--- config.mk ---
export PLATFORM = sky130hd
export DESIGN_NAME = multichannel_median_of_nine_unit
export DESIGN_NICKNAME = d
export VERILOG_FILES = /design/src/sv/mcm9_pkg.sv /design/src/sv/mcm9_ring_store.sv /design/src/sv/mcm9_sort_net.sv /design/src/sv/multichannel_median_of_nine_unit.sv
export SDC_FILE = /design/constraint.sdc
export NUM_CORES = 2
export LEC_CHECK = 0
export BUFFER_PORTS_ARGS = -buffer_cell sky130_fd_sc_hd__buf_4
export CAP_MARGIN = 20
export CORE_UTILIZATION = 36
export DETAILED_ROUTE_END_ITERATION = 7
export SLEW_MARGIN = 0
export SYNTH_ARGS = -nofsm -noshare
export SYNTH_HDL_FRONTEND = slang
export SYNTH_SLANG_ARGS = --single-unit
--- constraint.sdc ---
create_clock -name clk -period 23.1 [get_ports clk]
set_clock_uncertainty 0.1 [all_clocks]
set_input_delay 6.93 -clock clk [delete_from_list [all_inputs] [get_ports clk]]
set_output_delay 6.93 -clock clk [all_outputs]
set_load 0.005 [all_outputs]
--- src/sv/mcm9_pkg.sv ---
// Shared types and constants for the multichannel median-of-nine filter.
package mcm9_pkg;

	localparam int unsigned ChanBits  = 3;
	localparam int unsigned FieldBits = 12;
	localparam int unsigned RingLen   = 9;
	localparam int unsigned SlotBits  = 4;
	localparam int unsigned NetSteps  = 19;

	typedef logic [SlotBits-1:0] slot_t;

	// Compare-exchange pairs of the median-of-nine network, in order.
	localparam slot_t NetLo [NetSteps] = '{
		4'd1, 4'd4, 4'd7, 4'd0, 4'd3, 4'd6, 4'd1, 4'd4, 4'd7, 4'd0,
		4'd5, 4'd4, 4'd3, 4'd1, 4'd2, 4'd4, 4'd4, 4'd6, 4'd4
	};
	localparam slot_t NetHi [NetSteps] = '{
		4'd2, 4'd5, 4'd8, 4'd1, 4'd4, 4'd7, 4'd2, 4'd5, 4'd8, 4'd3,
		4'd8, 4'd7, 4'd6, 4'd4, 4'd5, 4'd7, 4'd2, 4'd4, 4'd2
	};

	typedef struct packed {
		logic [ChanBits-1:0]  channel;
		logic [FieldBits-1:0] sample;
	} in_t;

	typedef struct packed {
		logic [ChanBits-1:0]  channel_out;
		logic [FieldBits-1:0] median;
	} out_t;

endpackage

--- src/sv/mcm9_ring_store.sv ---
// Per-channel rings of the nine latest samples, write slots, and row read with new sample merged.
module mcm9_ring_store #(
	parameter int unsigned CHANNELS    = 7,
	parameter int unsigned SAMPLE_BITS = 12
) (
	input  logic                              clk,
	input  logic                              arst_n,
	input  logic                              wr_en,
	input  logic [mcm9_pkg::ChanBits-1:0]     channel,
	input  logic [SAMPLE_BITS-1:0]            sample,
	output logic                              good,
	output logic [SAMPLE_BITS-1:0]            row_upd [mcm9_pkg::RingLen]
);

	localparam int unsigned ChIdxBits = (CHANNELS > 1) ? $clog2(CHANNELS) : 1;

	logic [SAMPLE_BITS-1:0] rows_q [CHANNELS][mcm9_pkg::RingLen];
	mcm9_pkg::slot_t        slot_q [CHANNELS];
	logic [ChIdxBits-1:0]   ch_idx;
	mcm9_pkg::slot_t        cur_slot;
	mcm9_pkg::slot_t        nxt_slot;

	assign good     = ({1'b0, channel} < (mcm9_pkg::ChanBits + 1)'(CHANNELS));
	assign ch_idx   = channel[ChIdxBits-1:0];
	assign cur_slot = slot_q[ch_idx];
	assign nxt_slot = (cur_slot >= mcm9_pkg::slot_t'(mcm9_pkg::RingLen - 1)) ?
		'0 : cur_slot + mcm9_pkg::slot_t'(1);

	// Row as it stands after this item's write; the top level registers it in stage 1 before sorting.
	always_comb begin
		for (int j = 0; j < mcm9_pkg::RingLen; j++) begin
			row_upd[j] = (mcm9_pkg::slot_t'(j) == cur_slot) ? sample : rows_q[ch_idx][j];
		end
	end

	always_ff @(posedge clk or negedge arst_n) begin
		if (!arst_n) begin
			for (int c = 0; c < CHANNELS; c++) begin
				slot_q[c] <= '0;
				for (int j = 0; j < mcm9_pkg::RingLen; j++) begin
					rows_q[c][j] <= '0;
				end
			end
		end else if (wr_en && good) begin
			rows_q[ch_idx][cur_slot] <= sample;
			slot_q[ch_idx]           <= nxt_slot;
		end
	end

endmodule

--- src/sv/mcm9_sort_net.sv ---
// Median-of-nine compare-exchange network (combinational).
module mcm9_sort_net #(
	parameter int unsigned SAMPLE_BITS = 12
) (
	input  logic [SAMPLE_BITS-1:0] vals [mcm9_pkg::RingLen],
	output logic [SAMPLE_BITS-1:0] median
);

	logic [SAMPLE_BITS-1:0] st [mcm9_pkg::NetSteps+1][mcm9_pkg::RingLen];

	for (genvar j = 0; j < mcm9_pkg::RingLen; j++) begin : g_in
		assign st[0][j] = vals[j];
	end

	for (genvar k = 0; k < mcm9_pkg::NetSteps; k++) begin : g_step
		localparam int Lo = int'(mcm9_pkg::NetLo[k]);
		localparam int Hi = int'(mcm9_pkg::NetHi[k]);
		logic swap;
		assign swap = st[k][Lo] > st[k][Hi];
		for (genvar j = 0; j < mcm9_pkg::RingLen; j++) begin : g_el
			if (j == Lo) begin : g_lo
				assign st[k+1][j] = swap ? st[k][Hi] : st[k][Lo];
			end else if (j == Hi) begin : g_hi
				assign st[k+1][j] = swap ? st[k][Lo] : st[k][Hi];
			end else begin : g_pass
				assign st[k+1][j] = st[k][j];
			end
		end
	end

	assign median = st[mcm9_pkg::NetSteps][4];

endmodule

--- src/sv/multichannel_median_of_nine_unit.sv ---
// Top level: multichannel median-of-nine filter.
// Pipeline: the ring read/merge of an accepted item goes into the stage-1 register,
// then the sort network output into the result register; result_stall can hold both.
// Throughput: one item per cycle unless stalled; ring store written at the accept edge.
// Reset clears all ring samples to zero, all write slots, and both valid flags.
module multichannel_median_of_nine_unit #(
	parameter int unsigned CHANNELS    = 7,
	parameter int unsigned SAMPLE_BITS = 12
) (
	input  logic           clk,
	input  logic           arst_n,
	input  logic           sample_valid,
	output logic           sample_stall,
	input  mcm9_pkg::in_t  sample_data,
	output logic           result_valid,
	input  logic           result_stall,
	output mcm9_pkg::out_t result_data
);

	localparam int unsigned WideBits = (SAMPLE_BITS > mcm9_pkg::FieldBits) ?
		SAMPLE_BITS : mcm9_pkg::FieldBits;

	logic                              accept;
	logic                              adv_s2;
	logic                              adv_s1;
	logic [WideBits-1:0]               smp_wide;
	logic [SAMPLE_BITS-1:0]            smp;
	logic                              good;
	logic [SAMPLE_BITS-1:0]            row_upd [mcm9_pkg::RingLen];

	logic                              valid_s1;
	logic                              good_s1;
	logic [mcm9_pkg::ChanBits-1:0]     chan_s1;
	logic [SAMPLE_BITS-1:0]            row_s1 [mcm9_pkg::RingLen];

	logic [SAMPLE_BITS-1:0]            med;
	logic [WideBits-1:0]               med_wide;
	logic                              valid_s2;
	mcm9_pkg::out_t                    data_s2;

	// Result register frees when empty or taken; stage 1 moves when it can.
	assign adv_s2       = !valid_s2 || !result_stall;
	assign adv_s1       = !valid_s1 || adv_s2;
	assign sample_stall = !adv_s1;
	assign accept       = sample_valid && adv_s1;

	assign smp_wide = WideBits'(sample_data.sample);
	assign smp      = smp_wide[SAMPLE_BITS-1:0];

	mcm9_ring_store #(
		.CHANNELS    (CHANNELS),
		.SAMPLE_BITS (SAMPLE_BITS)
	) u_store (
		.clk     (clk),
		.arst_n  (arst_n),
		.wr_en   (accept),
		.channel (sample_data.channel),
		.sample  (smp),
		.good    (good),
		.row_upd (row_upd)
	);

	always_ff @(posedge clk or negedge arst_n) begin
		if (!arst_n) begin
			valid_s1 <= 1'b0;
		end else if (adv_s1) begin
			valid_s1 <= sample_valid;
		end
	end

	always_ff @(posedge clk) begin
		if (accept) begin
			good_s1 <= good;
			chan_s1 <= sample_data.channel;
			for (int j = 0; j < mcm9_pkg::RingLen; j++) begin
				row_s1[j] <= row_upd[j];
			end
		end
	end

	mcm9_sort_net #(
		.SAMPLE_BITS (SAMPLE_BITS)
	) u_net (
		.vals   (row_s1),
		.median (med)
	);

	assign med_wide = WideBits'(med);

	always_ff @(posedge clk or negedge arst_n) begin
		if (!arst_n) begin
			valid_s2 <= 1'b0;
		end else if (adv_s2) begin
			valid_s2 <= valid_s1;
		end
	end

	always_ff @(posedge clk) begin
		if (adv_s2 && valid_s1) begin
			data_s2.channel_out <= chan_s1;
			data_s2.median      <= good_s1 ? med_wide[mcm9_pkg::FieldBits-1:0] : '0;
		end
	end

	assign result_valid = valid_s2;
	assign result_data  = data_s2;

	// A channel outside the configured range always reports a zero median.
	a_bad_chan_zero: assert property (@(posedge clk) disable iff (!arst_n)
		(result_valid && ({1'b0, result_data.channel_out} >=
			(mcm9_pkg::ChanBits + 1)'(CHANNELS))) |-> (result_data.median == '0))
		else $error("bad channel gave nonzero median");

	// An accepted item always lands in stage 1.
	a_accept_lands: assert property (@(posedge clk) disable iff (!arst_n)
		(sample_valid && !sample_stall) |=> valid_s1)
		else $error("accepted item lost before stage 1");

	// While the result is held, a waiting stage-1 item is kept.
	a_s1_held: assert property (@(posedge clk) disable iff (!arst_n)
		(result_valid && result_stall && valid_s1) |=> (valid_s1 && $stable(chan_s1)))
		else $error("stage-1 item dropped under output stall");

endmodule
# == After elaboration in Yosys (flattened, before gate mapping) ==
# Index checks and enable logic that the tools add are counted.
# word_totals
reg_bits,913
inputBits,19
out_inout_bits,17
# classes
add_sub_neg,1
n_lt_le_gt_ge,25
n_eq_ne,8
muxes,54
n_bitwise,2
n_reduce_logical,12
# op_table
op,n
756-bit bitwise mux,1
12-bit 2-to-1 mux,40
108-bit binary-select mux with 3-bit select,1
108-bit demux with 3-bit select,1
108-bit 2-to-1 mux,3
12-bit greater-than comparator,19
12-bit demux with 4-bit select,1
28-bit bitwise mux,1
3-bit by 4-bit equality test with 1-bit output (first input constant),4
4-bit 2-to-1 mux,4
4-bit binary-select mux with 3-bit select,1
4-bit demux with 3-bit select,1
2-bit by 4-bit equality test with 1-bit output (first input constant),2
4-bit >= comparator (second input constant),2
5-bit >= comparator (second input constant),1
1-bit logical AND,5
5-bit by 1-bit < comparator with 1-bit output (second input constant),1
4-bit NOT with 5-bit output,1
4-bit by 1-bit adder with 4-bit output (second input constant),1
1-bit by 4-bit equality test with 1-bit output (first input constant),1
4-bit equality test (first input constant),1
1-bit zero test,4
4-bit zero test,1
4-bit by 1-bit < comparator with 1-bit output (second input constant),1
other kinds (3),4

# == Logic depth before layout (Yosys ltp) ==
# logic_depth
ltp_word,18
ltp_mapped,107

# == By module ==
# A second synthesis with hierarchy kept.
# unflattened
cells_unflattened,4456
area_unflattened_um2,51010.2
# by_module_without_submodules
module,instances,cells_each,area_per_inst_um2,seq_area_each_um2
mcm9_ring_store,1,2918,37270.7,19618.8
mcm9_sort_net,1,1390,9750.6,0.0
multichannel_median_of_nine_unit,1,148,3988.8,3863.7

# == Worst setup path before layout ==
# Ideal clock, no wire load.
# synth_timing
path_type,register to register
startpoint,register row_s1[53] in the netlist's numbering
endpoint,register data_s2 (netlist bit result_data[0]) (data pin)
setup_ns,0.180
arrival_ns,18.704
required_time_ns,22.820
setup_slack_ns,4.116
stages_incl_launch_ff,103
n_path_buf,15
path_cell_list,edfxtp_1 > ha_1 > a21oi_1 > o21ai_0 > a221oi_2 > a21o_1 > clkbuf_1 > clkbuf_1 > nand2_1 > o21ai_0 > inv_1 > ha_1 > nand2_1 > nor2_1 > and2_1 > o211ai_1 > a221oi_1 > a211oi_2 > [67 not listed] > nor3_1 > a21oi_1 > a31oi_1 > o31a_1 > buf_2 > a21oi_1 > nor2_1 > ha_1 > nor2b_1 > o21ai_0 > nand2b_1 > a21oi_1 > o21ai_0 > o22ai_1 > nand2_1 > clkbuf_1 > or4_1 > o311ai_1
# synth_between
elab_chain_len,18
# synth_lines
item,line,text
"start, declared",multichannel_median_of_nine_unit.sv:34,logic [SAMPLE_BITS-1:0] row_s1 [mcm9_pkg::RingLen];
"start signal, assigned by index",multichannel_median_of_nine_unit.sv:76,row_s1[j] <= row_upd[j];
12-bit greater-than comparator,mcm9_sort_net.sv:19,assign swap = st[k][Lo] > st[k][Hi];
12-bit 2-to-1 mux,mcm9_sort_net.sv:22,assign st[k+1][j] = swap ? st[k][Hi] : st[k][Lo];
12-bit greater-than comparator,mcm9_sort_net.sv:19,
12-bit 2-to-1 mux,mcm9_sort_net.sv:24,assign st[k+1][j] = swap ? st[k][Lo] : st[k][Hi];
12-bit greater-than comparator,mcm9_sort_net.sv:19,
12-bit 2-to-1 mux,mcm9_sort_net.sv:22,
12-bit greater-than comparator,mcm9_sort_net.sv:19,
12-bit 2-to-1 mux,mcm9_sort_net.sv:22,
[2 not listed],-,
12-bit greater-than comparator,mcm9_sort_net.sv:19,
12-bit 2-to-1 mux,mcm9_sort_net.sv:22,
12-bit greater-than comparator,mcm9_sort_net.sv:19,
12-bit 2-to-1 mux,mcm9_sort_net.sv:22,
12-bit greater-than comparator,mcm9_sort_net.sv:19,
12-bit 2-to-1 mux,mcm9_sort_net.sv:24,
12-bit greater-than comparator,mcm9_sort_net.sv:19,
12-bit 2-to-1 mux (*),mcm9_sort_net.sv:22,
"end, declared",multichannel_median_of_nine_unit.sv:39,mcm9_pkg::out_t data_s2;
# Mark *: on every way between the ends. The rest lies on a longest branch, timed or not.
# A chain may end at the register's enable or synchronous reset.

# == Final worst setup path ==
# layout_timing
startpoint,register row_s1[41] in the netlist's numbering
endpoint,register data_s2 (netlist bit result_data[0]) (data pin)
# Same word-level chain as after synthesis.

==> results.md <==
* Synth top area share at 40.0%
* Met2 Use GR at 36.1%
* Synthesized area per cell at 10.5 µm²
* Crit. End Element: register
* H-tree depth at 3
* Worst-Margin Slew at 1050 ps
* Syn nets at 4928
* Synth async-reset ratio at 86.1%
* Synth Warn # at 0
* IO Pins at 36
* CP Data Required Time at 23490 ps
* Synth top area cells: dfrtp_1, mux2_2, edfxtp_1, ha_1, mux2i_1
* Post-synth EDFFs at 127
* Worst Setup Start Kind: register
* GRT overflow at 0
* Via/cell ratio at 5.65
* Core box area at 135000 µm²
* Slew Limit Fails at 0
* Wire per inst at 24.1 µm
* Initial antenna violation count at 7
* Largest net degree at the start of global routing at 176
* Post-CTS resize count at 0
* Post-DP HPWL at 105000 µm
* Root buffer cell: clkbuf_16
* Initial Util at 36.3%
* Cell count after synthesis at 4682
* Mapped Area at 49100 µm²
* Ys flop type: dfrtp_1
* Vias at 36.5k
* GRT Overall Usage at 22.6%
* Vias in the first global route at 35.7k
* GPL Wtd Cong at 0.939
* Setup tns final at 0 ps
* Met1 GRT Util at 31.6%
* Diode count at 0
* Dominant cell type by area after synthesis: dfrtp_1
* Die Y at 371 µm
* Final Hold Vio Count at 0
* GR Layer Usage met3 at 3.07%
* Global-route wire length before repair at 234000 µm
* Hold crit path type: reg2reg
* CTS clk-pin slew, worst paths at 60 ps
* Min Tclk post-route at 21110 ps
* Die W at 371 µm
* FMAX at 47.4 MHz
* GR peak layer: met2
* Period utilization at 91.4%
* Yosys cell types at 84
* Clk_lat worst skew at 700 ps
* TritonCTS Buffers at 98
* CTS tree: done
* Endpoints failing setup at 0
* Final net count at 4842
* Hold_buf cts at 0
* RSZ-0062 raised after global routing: false
* Setup bufs post-CTS at 0
* Initial DRC count at 3250
* Routed WL at 156000 µm
* Number of cell rows at 135
* Slowest cell on crit path: a21o_1
* DR DRC count at 0
* Drt first pass iters at 6
* Register area share after synthesis at 47.8%
* Critical Path Fanout Max at 33
* Number of buffers added on ports at 35
* Max incr delay on CP at 640 ps
* Number of clock sinks at 913
* Slew Limit Headroom at 29.9%
* Layout area overhead at 11.3%
* Max-cap viol count at 0
* CTS Buffer Depth at 3
* Ratio of cells with drive above 1 in the final layout at 20.8%
* Die Outline Area at 138000 µm²
* Antenna Nets Post-Route at 0
* Number of synthesized register bits at 913
* Critical path data arrival time at 21500 ps
* Outcome: finished clean
* Setup Crit Path Kind: reg2reg
==> placed cells by master (no fill, tap or decap), drive strengths merged, types with 141 or more instances in the layout <==
master and instances:
nor2 305, nand2 492, a22oi 141, inv 202, clkbuf 163, ha 227, mux2i 206, dfrtp 786
o21ai 403, mux2 604, buf 149, a21oi 262
==> cells by family (layout without fill, tap and decap cells) <==
| group | Yosys count | after routing | synth area share (%) |
|---|---|---|---|
| compound gates | 1139 | 1139 | 14.5 |
| xor+xnor | 3 | 3 | 0.0688 |
| fa+ha+maj | 228 | 228 | 5.80 |
| buf+inv | 536 | 533 | 4.11 |
| flops | 913 | 913 | 47.8 |
| mux | 822 | 822 | 18.6 |
| simple gates | 1041 | 1041 | 9.11 |
==> critical path: cells and delay by family (launching register included) <==
kind	cells	cell delay, ps
simple gates	27	4020
compound gates	43	9890
flops	1	470
mux	3	1120
buf+inv	11	2400
fa+ha+maj	10	2830
==> per-layer routing <==
metal	routed length, µm	vias to the layer above
met3	9570	211
met1	70200	18453
met4	4460	0
met2	71600	1119
li1	-	16687
met5	0	-
==> cells in the mapped netlist, types with 3 or more instances <==
cell type	instances
o2111a_1	3
a211o_1	4
a21boi_0	4
nand2b_1	42
nand2_1	492
or2_2	11
mux2_2	604
o31ai_1	4
o221a_2	8
ha_1	227
nand4_1	49
a221oi_1	64
mux4_2	12
mux2i_1	205
a41oi_1	27
o21a_1	11
clkbuf_1	304
a22o_1	6
a2111oi_0	3
o211ai_1	28
dfrtp_1	786
a21o_1	63
a31oi_1	37
and4_1	3
buf_1	28
o22ai_1	3
and2_0	3
or3_1	7
o21ai_0	396
a21oi_1	260
and3_1	14
nand3_1	20
edfxtp_1	127
o21ai_1	6
a22oi_1	141
and2_1	13
o32ai_1	9
nor3_1	38
o21bai_1	3
nor2b_1	33
a211oi_1	27
nor2_1	305
inv_1	198
buf_2	5
==> stage by stage <==
step / setup WS, ps / util (%) / cell area, µm² / cells / hold slack (ps)
finish: 1990 / 40.4 / 54700 / 6460 / 319
global route: 11.0 / 40.4 / 54700 / 6460 / 323
CTS: 2260 / 40.3 / 54700 / 6457 / 321
detailed placement: 2300 / 38.0 / 51400 / 6274 / 305
global placement: 2610 / 37.9 / 51400 / 6273 / 302
floorplan: 4120 / - / 49100 / 4682 / 300
==> registers in the layout, summed over array words and instances, names as in the netlist <==
name / cells
u_store.rows_q: 756
row_s1: 108
u_store.slot_q: 28
result_data: 15
chan_s1: 3
good_s1: 1
result_valid: 1
valid_s1: 1
==> final timing paths <==
path	startpoint	end	slack, ps	cells past startpoint
max	row_s1[41]	result_data[0]	1990	94
min	chan_s1[0]	result_data[12]	320	0
max reg2reg	row_s1[41]	result_data[0]	1990	94
min reg2reg	chan_s1[0]	result_data[12]	320	0
max in group asynchronous	arst_n	result_valid	13090	6
min in group asynchronous	arst_n	u_store.rows_q[37]	6120	1
==> area by class of cell <==
| type | count | area (µm²) |
|---|---|---|
| fillers | 13095 | 80800 |
| multi-input cells | 3233 | 23800 |
| flip-flops and latches | 913 | 23500 |
| clock buffers | 161 | 3020 |
| well taps | 1781 | 2230 |
| repair buffers | 151 | 1230 |
| inverters | 199 | 749 |
| clock inverters | 22 | 219 |
Power is not shown: default switching activity piles up to over one toggle a cycle in this logic, so the estimate is an artifact.
